`src/sv/cca_pkg.sv`:
```
`default_nettype none
package cca_pkg;

   typedef enum logic [1:0] {
      ACT_ALLOC = 2'd0,
      ACT_FREE  = 2'd1,
      ACT_PACK  = 2'd2,
      ACT_READ  = 2'd3
   } action_type;

   typedef enum logic [1:0] {
      ST_DONE    = 2'd0,
      ST_BADSIZE = 2'd1,
      ST_NOHOLE  = 2'd2
   } status_type;

   localparam logic [1:0] POL_FIRST = 2'd0;
   localparam logic [1:0] POL_BEST  = 2'd1;

   // One cell's contents, the unit that moves along the chain.
   typedef struct packed {
      logic       used;
      logic [7:0] owner;
   } slot_type;

   // Command broadcast from the sequencer to every cell.
   typedef struct packed {
      logic       rotate;   // shift the whole row one place toward cell zero
      logic       claim;    // claim flag; never set, and cca_cell does not act on it
      logic       clear;    // clear every cell whose owner matches
      logic       drop;     // packing round: a free cell trades with the owned one above
      logic [7:0] owner;
   } cell_cmd_type;

endpackage
`default_nettype wire

```
`src/sv/cca_cell.sv`:
```
`default_nettype none
module cca_cell
   import cca_pkg::*;
(
   input  wire logic         clock,
   input  wire logic         reset,
   input  wire cell_cmd_type cmd,
   input  wire slot_type     from_next,
   input  wire slot_type     from_prev,
   input  wire logic         pair_low,
   input  wire logic         pair_high,
   output slot_type          slot
);

   slot_type slot_ff, slot_in;

   always_comb begin
      slot_in = slot_ff;
      if (cmd.clear) begin
         if (slot_ff.used && slot_ff.owner == cmd.owner) begin
            slot_in = '0;
         end
      end else if (cmd.rotate) begin
         slot_in = from_next;
      end else if (cmd.drop) begin
         // A free cell below an owned one swaps with it; free cells hold zero.
         if (pair_low && !slot_ff.used && from_next.used) begin
            slot_in = from_next;
         end else if (pair_high && slot_ff.used && !from_prev.used) begin
            slot_in = '0;
         end
      end
   end

   always_ff @(posedge clock) begin
      if (reset) begin
         slot_ff <= '0;
      end else begin
         slot_ff <= slot_in;
      end
   end

   assign slot = slot_ff;

endmodule
`default_nettype wire

```
`src/sv/contiguous_cell_allocator.sv`:
```
// Channel  | Direction | Ports                                                    | Beat
// req      | in        | req_valid/ready, action, owner_id, request_size,        | one command
//          |           | fit_policy, cell_address                                 |
// rsp      | out       | rsp_valid/ready, status, start_address, cell_owner,     | one result
//          |           | cell_used                                                |
//
// The pool is a ring of POOL_CELLS cells; search, claim and read rotate it one
// place per cycle toward cell zero and the sequencer only looks at the head cell.
// Allocate takes two full rotations (search, then claim), or only the search
// when no hole is found. Compact runs POOL_CELLS rounds of neighbor swaps; a
// read takes one full rotation. Free and a rejected size go straight to the result.
// Reset clears every cell. A stalled result holds the block; the next request
// is taken only after the result beat is accepted.
`default_nettype none
module contiguous_cell_allocator
   import cca_pkg::*;
#(
   parameter int POOL_CELLS = 64
) (
   input  wire logic       clock,
   input  wire logic       reset,
   input  wire logic       req_valid,
   output logic            req_ready,
   input  wire logic [1:0] req_action,
   input  wire logic [7:0] req_owner_id,
   input  wire logic [6:0] req_request_size,
   input  wire logic [1:0] req_fit_policy,
   input  wire logic [5:0] req_cell_address,
   output logic            rsp_valid,
   input  wire logic       rsp_ready,
   output logic [1:0]      rsp_status,
   output logic [5:0]      rsp_start_address,
   output logic [7:0]      rsp_cell_owner,
   output logic            rsp_cell_used
);

   localparam int CW = $clog2(POOL_CELLS + 1);

   typedef enum logic [2:0] {
      S_IDLE, S_SEARCH, S_CLAIM, S_PACK, S_READ, S_RESP
   } state_type;

   state_type    state_ff;
   slot_type     slots [POOL_CELLS];
   slot_type     tail_in;
   cell_cmd_type cmd;

   logic [CW-1:0] pos_ff;        // cells rotated so far
   logic [CW-1:0] cnt_ff;        // claim count
   logic [CW-1:0] run_start_ff, run_len_ff, best_start_ff, best_len_ff;
   logic          found_ff;
   logic [1:0]    act_ff, pol_ff;
   logic [7:0]    own_ff;
   logic [CW-1:0] size_ff;
   logic [5:0]    addr_ff;
   logic [1:0]    st_ff;
   logic [5:0]    start_ff;
   logic [7:0]    rown_ff;
   logic          rused_ff;

   // While packing, even and odd neighbor pairs take turns on alternate cycles;
   // POOL_CELLS rounds of this odd-even exchange move every owned cell down past
   // the free ones without changing the order of the owned cells.
   genvar g;
   generate
      for (g = 0; g < POOL_CELLS; g++) begin : g_cell
         localparam logic PAR = 1'(g % 2);
         slot_type nxt, prv;
         logic     lo, hi;
         if (g == POOL_CELLS - 1) begin : g_tail
            assign nxt = tail_in;
         end else begin : g_mid
            assign nxt = slots[g+1];
         end
         if (g == 0) begin : g_head
            assign prv = '0;
         end else begin : g_body
            assign prv = slots[g-1];
         end
         assign lo = (g < POOL_CELLS - 1) && (pos_ff[0] == PAR);
         assign hi = (g > 0) && (pos_ff[0] != PAR);
         cca_cell u_cell (.clock(clock), .reset(reset), .cmd(cmd),
                          .from_next(nxt), .from_prev(prv),
                          .pair_low(lo), .pair_high(hi), .slot(slots[g]));
      end
   endgenerate

   slot_type head;
   assign head = slots[0];

   // Run bookkeeping for the head cell during search.
   logic [CW-1:0] len_now, st_now;
   logic          run_end, qual, better;
   always_comb begin
      len_now = head.used ? run_len_ff : run_len_ff + CW'(1);
      st_now  = (run_len_ff == '0) ? pos_ff : run_start_ff;
      run_end = head.used || (pos_ff == CW'(POOL_CELLS - 1));
      qual    = (len_now >= size_ff) && (len_now != '0);
      if (!found_ff)               better = 1'b1;
      else if (pol_ff == POL_FIRST) better = 1'b0;
      else if (pol_ff == POL_BEST)  better = len_now < best_len_ff;
      else                          better = len_now > best_len_ff;
   end

   logic last;
   assign last = (pos_ff == CW'(POOL_CELLS - 1));

   always_comb begin
      cmd       = '0;
      cmd.owner = own_ff;
      tail_in   = head;
      case (state_ff)
         S_SEARCH, S_READ: cmd.rotate = 1'b1;
         S_CLAIM: begin
            cmd.rotate = 1'b1;
            if (pos_ff >= best_start_ff && cnt_ff < size_ff) begin
               tail_in.used  = 1'b1;
               tail_in.owner = own_ff;
            end
         end
         S_PACK: cmd.drop = 1'b1;
         S_IDLE: begin
            if (req_valid && action_type'(req_action) == ACT_FREE) begin
               cmd.clear = 1'b1;
               cmd.owner = req_owner_id;
            end
         end
         default: ;
      endcase
   end

   always_ff @(posedge clock) begin
      if (reset) begin
         state_ff <= S_IDLE;
         pos_ff <= '0; cnt_ff <= '0; found_ff <= 1'b0;
         run_start_ff <= '0; run_len_ff <= '0;
         best_start_ff <= '0; best_len_ff <= '0;
         st_ff <= '0; start_ff <= '0; rown_ff <= '0; rused_ff <= 1'b0;
         act_ff <= '0; pol_ff <= '0; own_ff <= '0; size_ff <= '0; addr_ff <= '0;
      end else begin
         case (state_ff)
            S_IDLE: if (req_valid) begin
               act_ff <= req_action; pol_ff <= req_fit_policy;
               own_ff <= req_owner_id; addr_ff <= req_cell_address;
               size_ff <= CW'(req_request_size);
               pos_ff <= '0; cnt_ff <= '0; found_ff <= 1'b0;
               run_len_ff <= '0; run_start_ff <= '0;
               st_ff <= ST_DONE; start_ff <= '0; rown_ff <= '0; rused_ff <= 1'b0;
               case (action_type'(req_action))
                  ACT_ALLOC: begin
                     if (req_request_size == '0 ||
                         32'(req_request_size) > POOL_CELLS) begin
                        st_ff <= ST_BADSIZE; state_ff <= S_RESP;
                     end else state_ff <= S_SEARCH;
                  end
                  ACT_FREE: state_ff <= S_RESP;
                  ACT_PACK: state_ff <= S_PACK;
                  default: begin
                     if (32'(req_cell_address) >= POOL_CELLS) state_ff <= S_RESP;
                     else state_ff <= S_READ;
                  end
               endcase
            end
            S_SEARCH: begin
               run_len_ff   <= head.used ? '0 : len_now;
               run_start_ff <= st_now;
               if (run_end && qual && better) begin
                  found_ff <= 1'b1; best_start_ff <= st_now; best_len_ff <= len_now;
               end
               pos_ff <= pos_ff + CW'(1);
               if (last) begin
                  pos_ff <= '0;
                  if (found_ff || (qual && better)) state_ff <= S_CLAIM;
                  else begin st_ff <= ST_NOHOLE; state_ff <= S_RESP; end
               end
            end
            S_CLAIM: begin
               if (pos_ff >= best_start_ff && cnt_ff < size_ff) cnt_ff <= cnt_ff + CW'(1);
               pos_ff <= pos_ff + CW'(1);
               if (last) begin
                  start_ff <= 6'(best_start_ff); state_ff <= S_RESP;
               end
            end
            S_PACK: begin
               pos_ff <= pos_ff + CW'(1);
               if (last) begin pos_ff <= '0; state_ff <= S_RESP; end
            end
            S_READ: begin
               if (pos_ff == CW'(addr_ff)) begin
                  rused_ff <= head.used; rown_ff <= head.used ? head.owner : '0;
               end
               pos_ff <= pos_ff + CW'(1);
               if (last) state_ff <= S_RESP;
            end
            S_RESP: if (rsp_ready) state_ff <= S_IDLE;
            default: state_ff <= S_IDLE;
         endcase
      end
   end

   assign req_ready         = (state_ff == S_IDLE);
   assign rsp_valid         = (state_ff == S_RESP);
   assign rsp_status        = st_ff;
   assign rsp_start_address = start_ff;
   assign rsp_cell_owner    = rown_ff;
   assign rsp_cell_used     = rused_ff;

endmodule
`default_nettype wire

```
`config.mk`:
```
export PLATFORM = sky130hd
export DESIGN_NAME = contiguous_cell_allocator
export DESIGN_NICKNAME = d
export VERILOG_FILES = /design/src/sv/cca_pkg.sv /design/src/sv/cca_cell.sv /design/src/sv/contiguous_cell_allocator.sv
export SDC_FILE = /design/constraint.sdc
export NUM_CORES = 2
export LEC_CHECK = 0
export BUFFER_PORTS_ARGS = -buffer_cell sky130_fd_sc_hd__buf_2
export CAP_MARGIN = 20
export CORE_MARGIN = 4
export CORE_UTILIZATION = 50
export DETAILED_ROUTE_END_ITERATION = 8
export GPL_TIMING_DRIVEN = 0
export PLACE_DENSITY = 0.68
export RECOVER_POWER = 25
export SLEW_MARGIN = 30
export SYNTH_ARGS = -nofsm -noshare
export SYNTH_HDL_FRONTEND = slang
export SYNTH_SLANG_ARGS = --single-unit
```
`constraint.sdc`:
```
create_clock -name clock -period 3.2 [get_ports clock]
set_input_delay 0.48 -clock clock [delete_from_list [all_inputs] [get_ports clock]]
set_output_delay 0.48 -clock clock [all_outputs]
set_load 0.01 [all_outputs]
```
# After elaboration in Yosys (flattened, before gate mapping)
# Cells that the tools add are included.
# word_totals
register_bits	662
in_bits	29
wordCells	1271
# classes
n_addsub	3
n_lt_le_gt_ge	6
n_eq_ne	147
mux	429
bitwise	1
n_reduce_logical	541
# ops
cell	count
9-bit 2-to-1 mux	384
8-bit equality test	64
1-bit logical AND	322
4-bit nonzero test	62
3-bit AND reduction	68
2-bit by 1-bit inequality test with 1-bit output, second input constant	66
1-bit zero test	63
7-bit 2-to-1 mux	6
7-bit case mux with 2 select lines	3
8-bit 2-to-1 mux	5
7-bit by 1-bit adder with 7-bit output, second input constant	3
7-bit case mux with 3 select lines	1
3-bit 2-to-1 mux	6
8-bit case mux with 2 select lines	1
7-bit >= comparator	2
7-bit zero test	2
7-bit < comparator	2
2-bit inequality test, second input constant	7
6-bit 2-to-1 mux	2
3-bit case mux with 4 select lines	1
6-bit case mux with 2 select lines	1
3-bit nonzero test	4
1-bit 2-to-1 mux	11
3-bit case mux with 3 select lines	1
22 further kinds	40

# Depth between registers and ports, before layout
# logic_depth
depth_word	11
ltp_mapped	15

# By module
# A second synthesis with hierarchy kept.
# hier_totals
hier_cells	2881
area_unflattened_um2	32611.3
# by_module_without_submodules
mod	instances	cells_each	area_each_um2
cca_cell (g_cell[0].u_cell ...)	63	35	431.7
contiguous_cell_allocator	1	637	4951.0
cca_cell (g_cell[52].u_cell)	1	39	465.4

# Worst setup path after synthesis
# No wires, ideal clock.
# synth_timing
kind	input to register
startpoint	input req_valid
endpoint	register g_cell[2].u_cell.slot_ff, in the netlist g_cell[2].u_cell.slot[8]
setup_ns	0.072
arrival_ns	3.103
required_time_ns	3.128
slack_ns	0.025
path_stages	13
cell_sequence	nor4bb_2 > and2_4 > buf_6 > buf_8 > mux2i_1 > buf_4 > buf_8 > xor2_2 > nand4_1 > or4_1 > a221oi_2 > buf_6 > mux2i_1
# synth_between
elab_chain_cells	7
elab_cells_between_ends	12
classes_between	eq/ne: 2; mux: 5; reduce/logical: 5
# synth_rtl
item	line_no	rtl
start, declared	contiguous_cell_allocator.sv:22	input wire logic req_valid,
1-bit logical AND (*)	contiguous_cell_allocator.sv:123	if (req_valid && action_type'(req_action) == ACT_FREE) begin
8-bit 2-to-1 mux	contiguous_cell_allocator.sv:123	
8-bit 2-to-1 mux	contiguous_cell_allocator.sv:112	case (state_ff)
8-bit equality test	cca_cell.sv:20	if (slot_ff.used && slot_ff.owner == cmd.owner) begin
1-bit logical AND	cca_cell.sv:20	
2-bit by 1-bit inequality test with 1-bit output (no line)	n/a	
3-bit AND reduction (no line)	n/a	
end signal, assigned	cca_cell.sv:39	slot_ff <= slot_in;
end, declared	cca_cell.sv:15	slot_type slot_ff, slot_in;
# Every way passes the cells marked *; elsewhere a longest branch is shown, timed or not.
# A chain may end at the register's enable or synchronous reset.

# Worst setup path after layout
# layout_timing
startpoint	register state_ff[0]
endpoint	register g_cell[59].u_cell.slot_ff, in the netlist g_cell[59].u_cell.slot[8]
# layout_between
elab_chain_cells	6
elab_cells_between_ends	18
classes_between	eq/ne: 6; mux: 6; reduce/logical: 6
# layout_rtl
item	line_no	rtl
start, declared	contiguous_cell_allocator.sv:43	state_type state_ff;
start signal, assigned	contiguous_cell_allocator.sv:134	state_ff <= S_IDLE;
start signal, assigned	contiguous_cell_allocator.sv:153	st_ff <= ST_BADSIZE; state_ff <= S_RESP;
start signal, assigned	contiguous_cell_allocator.sv:154	end else state_ff <= S_SEARCH;
3-bit zero test	contiguous_cell_allocator.sv:112	
8-bit 2-to-1 mux	contiguous_cell_allocator.sv:112	
8-bit equality test	cca_cell.sv:20	
1-bit logical AND	cca_cell.sv:20	
2-bit by 1-bit inequality test with 1-bit output (no line)	n/a	
3-bit AND reduction (no line)	n/a	
end signal, assigned	cca_cell.sv:39	
end, declared	cca_cell.sv:15	
# Several ways; a longest one is shown, not always the timed one.

==> impl_metrics.py <==
metrics = {
    "status": {
        "status": "complete, but fails checks",
        "violations": "negative setup slack",
    },
    "clock_network": {
        "cts_max_level": 3,
        "cts_root_buf": "clkbuf_16",
        "insertion_delay_ps": 650,
        "numCtsBuffers": 74,
        "clk_transition_reported_paths_ps": 70,
        "cts_hold_buffers": 0,
        "cts_tree": "built",
        "clk_path_buf_depth": 3,
        "cts.sinks": 662,
    },
    "layout": {
        "area_delta_synth_final_pct": 30.7,
        "design_area_sq_mm": 0.0436,
        "final_layout_size_suffix_gt1_frac": 0.202,
        "fin_nets": 4179,
    },
    "power": {
        "p_seq_frac": 0.219,
        "internal-power_uw": 22800,
        "peakVddDrop_v": 0.000646,
        "power_switching_uw": 18100,
        "pwr-share-clk": 0.221,
        "power_density_mw_per_mm2": 938,
        "cellLeakagePower_uw": 0.0163,
        "combPwrFrac": 0.560,
        "p_sw_frac": 0.442,
    },
    "synth": {
        "synth-seq-area-share": 0.397,
        "synth_cells": 3693,
        "synth.avg_cell_area_sq_um": 9.03,
        "synth_nets": 3749,
        "ys_ff_latch": 662,
        "synth_edf_count": 0,
        "ys_top_cells_by_area": "dfxtp_1 40%, mux2i_1 11%, nand2_1 9.1%, xor2_1 8.4%, xnor2_1 5.6%",
        "synth_top_area_share": 0.397,
        "netlist_area_sq_mm": 0.0334,
        "synth.distinct_cells": 73,
        "synth.largest_area_cell": "dfxtp_1",
        "yosysWarnings": 0,
        "ys.flop_type": "dfxtp_1",
        "async_flop_share": 0,
    },
    "hold_path": {
        "worstHoldPathCells": 3,
        "hp-start": "req_fit_policy[0]",
        "whs_endpoint": "pol_ff[0]",
        "hold_path_class": "input port to flop",
    },
    "drt": {
        "drt.antenna.violating_nets": 0,
        "drc_errors": 0,
        "vias": 32300,
        "drtIter0Drc": 4672,
        "avgViaCountPerCell": 6.39,
        "wl_per_cell_um": 28.5,
        "drtPass1Iterations": 7,
        "drt-total-wl_um": 144000,
    },
    "sta": {
        "fmax_ghz": 0.280,
        "final.period_utilization": 1.12,
        "finalHoldViolCount": 0,
        "hold_ws_ps": 97.7,
        "fin_worst_skew_ps": 32.5,
        "drv_slew": 0,
        "fin_ws_ps": -373,
        "worst_pin_slew_ps": 1240,
        "period_minus_slack_ps": 3570,
        "rsz0062_at_grt": "yes",
        "slew_headroom": 0.177,
        "setup-violations-final": 597,
    },
    "floorplan": {
        "die_x_um": 266,
        "die_h_um": 266,
        "core_sq_mm": 0.0660,
        "row_count": 94,
        "dieArea_sq_mm": 0.0709,
        "initial_utilization": 0.505,
        "ios": 48,
    },
    "grt": {
        "track_usage": 0.375,
        "grt_antenna_before_repair": 2,
        "gr-total-overflow": 0,
        "grt_max_degree": 16,
        "grt_pass1_wl_um": 199000,
        "first_global_vias": 29600,
    },
    "setup_path": {
        "cp_max_fo": 10,
        "endpoint_kind": "flop",
        "reg2regPathDepth": 8,
        "required_ps": 3770,
        "r2r_start": "state_ff[0]",
        "r2r_end": "g_cell[59].u_cell.slot[8]",
        "critical_path.startpoint": "state_ff[0]",
        "cp-start-kind": "flop",
        "critical_path_class": "flop to flop",
        "rrSetupSlack_ps": -370,
        "crit_arrival_ps": 4140,
    },
    "place": {
        "place_area_sq_mm": 0.0347,
        "hpwl_um": 87600,
        "place_congestion": 0.972,
        "io_buffers": 41,
    },
    "run": {
        "max_cap_viol_count": 0,
    },
}
[critical path, stage by stage, from the launching register on]
cell and delay, ps:
dfxtp_1 470, nor2_4 90, nand2_1 350, clkbuf_2 440
nand2_1 480, clkbuf_2 530, a21oi_1 700, o21ai_0 250
mux2i_1 190
[layout make-up]
class / instances / area, sq um
repair buffers: 352 / 4020
fillers: 5009 / 22400
well taps: 864 / 1080
flip-flops and latches: 662 / 13300
inverters: 46 / 181
clock inverters: 17 / 235
diodes: 2 / 5.00
plain buffers: 209 / 1940
multi-input cells: 2778 / 20600
clock buffers: 120 / 2330
[cell usage after synthesis, types with 10 or more instances]
library cell	instances
nand2_1	810
dfxtp_1	662
mux2i_1	365
xor2_1	321
xnor2_1	212
a22o_1	197
a21oi_1	145
clkbuf_1	112
nor2_1	97
nand3_1	88
o21ai_0	78
nand4_1	56
buf_4	50
inv_1	44
a31oi_1	36
or4_1	33
nor3_1	31
ha_1	27
nor4_1	27
buf_2	25
a221oi_1	22
nand3b_1	22
buf_6	19
o22ai_2	18
or3_1	14
and3_1	12
a311oi_1	10
a41o_1	10
buf_1	10
[logic make-up (layout without fill, tap and decap cells)]
family / after synthesis / count (layout) / share of synthesized area
simple gates: 1232 / 1232 / 0.162
flops: 662 / 662 / 0.397
compound gates: 596 / 608 / 0.132
xor+xnor: 536 / 536 / 0.142
mux: 373 / 373 / 0.114
buf+inv: 265 / 744 / 0.0417
fa+ha+maj: 29 / 29 / 0.0107
other cells: 0 / 2 / 0
[cell usage in the layout (no fill, tap or decap), types with 10 or more instances in the layout]
master / n
nand2_1: 808
dfxtp_1: 658
mux2i_1: 360
xor2_1: 289
a22o_1: 197
xnor2_1: 189
buf_4: 157
a21oi_1: 123
clkbuf_1: 108
buf_6: 106
nor2_1: 94
clkbuf_16: 89
nand3_1: 87
buf_12: 79
o21ai_0: 74
nand4_1: 56
inv_1: 40
xor2_2: 34
a31oi_1: 34
clkbuf_2: 33
buf_2: 29
buf_16: 25
or4_4: 24
a221oi_4: 23
clkbuf_8: 23
ha_1: 23
a21oi_2: 22
nand3b_1: 22
xnor2_2: 21
o22ai_4: 19
buf_8: 18
nor3_1: 15
o22ai_2: 15
or3_1: 13
nor4_1: 13
and3_1: 12
nor4_2: 10
a41o_1: 10
[state kept, by name, indices dropped and copies added, names as in the netlist, 6 cells and up]
signal              count
own_ff                  8
run_len_ff              7
addr_ff                 6
best_len_ff             7
pos_ff                  7
run_start_ff            7
cnt_ff                  7
rsp_start_address       6
size_ff                 7
g_cell.u_cell.slot    576
rsp_cell_owner          8
best_start_ff           7
[per-stage QoR]
step	instances	util	TNS [ps]	worst slack (ps)	power, uW
after CTS	4940	0.627	-35520	-202	37700
after global placement	4598	0.525	-605280	-1360	24400
after floorplan	3693	-	0	25.3	19500
final	5050	0.661	-97210	-373	40900
after detailed placement	4598	0.526	-570700	-1320	24500
after global routing	5048	0.661	-150610	-403	41500
[repair_timing]
| action | CTS | global route |
|---|---|---|
| setup buffers | 151 | 113 |
| pin swaps | 114 | 116 |
| gates resized for setup | 478 | 239 |
| gates cloned | 57 | 15 |
| setup endpoints to repair | 612 | 605 |
[worst max path at each step]
| stage | end | slack [ps] | cells past startpoint |
|---|---|---|---|
| 6_report | g_cell[59].u_cell.slot[8] | -370 | 8 |
| 5_1_grt | g_cell[60].u_cell.slot[2] | -400 | 14 |
| 4_1_cts | g_cell[35].u_cell.slot[5] | -200 | 15 |
| 3_5_place_dp | g_cell[8].u_cell.slot[6] | -1320 | 13 |
| 3_3_place_gp | g_cell[8].u_cell.slot[1] | -1360 | 13 |
| 2_1_floorplan | g_cell[2].u_cell.slot[8] | 30 | 13 |
[power by group through the flow]
stage	registers, uW	logic (uW)	clock network, uW
2_1_floorplan	8910	10600	0
3_3_place_gp	9040	15400	0
3_5_place_dp	9050	15500	0
4_1_cts	8890	19800	9020
5_1_grt	8950	23100	9360
6_report	8940	22900	9060
[per-layer routing]
metal / part of all wire / GRT usage / vias to the layer above / routed length, um
li1: - / - / 13800 / -
met1: 0.37 / 0.482 / 15400 / 52600
met2: 0.41 / 0.549 / 2331 / 58500
met3: 0.14 / 0.0937 / 760 / 19500
met4: 0.094 / 0.268 / 0 / 13500
met5: 0 / 0 / - / 0
Power figures use the tool's default switching activity.
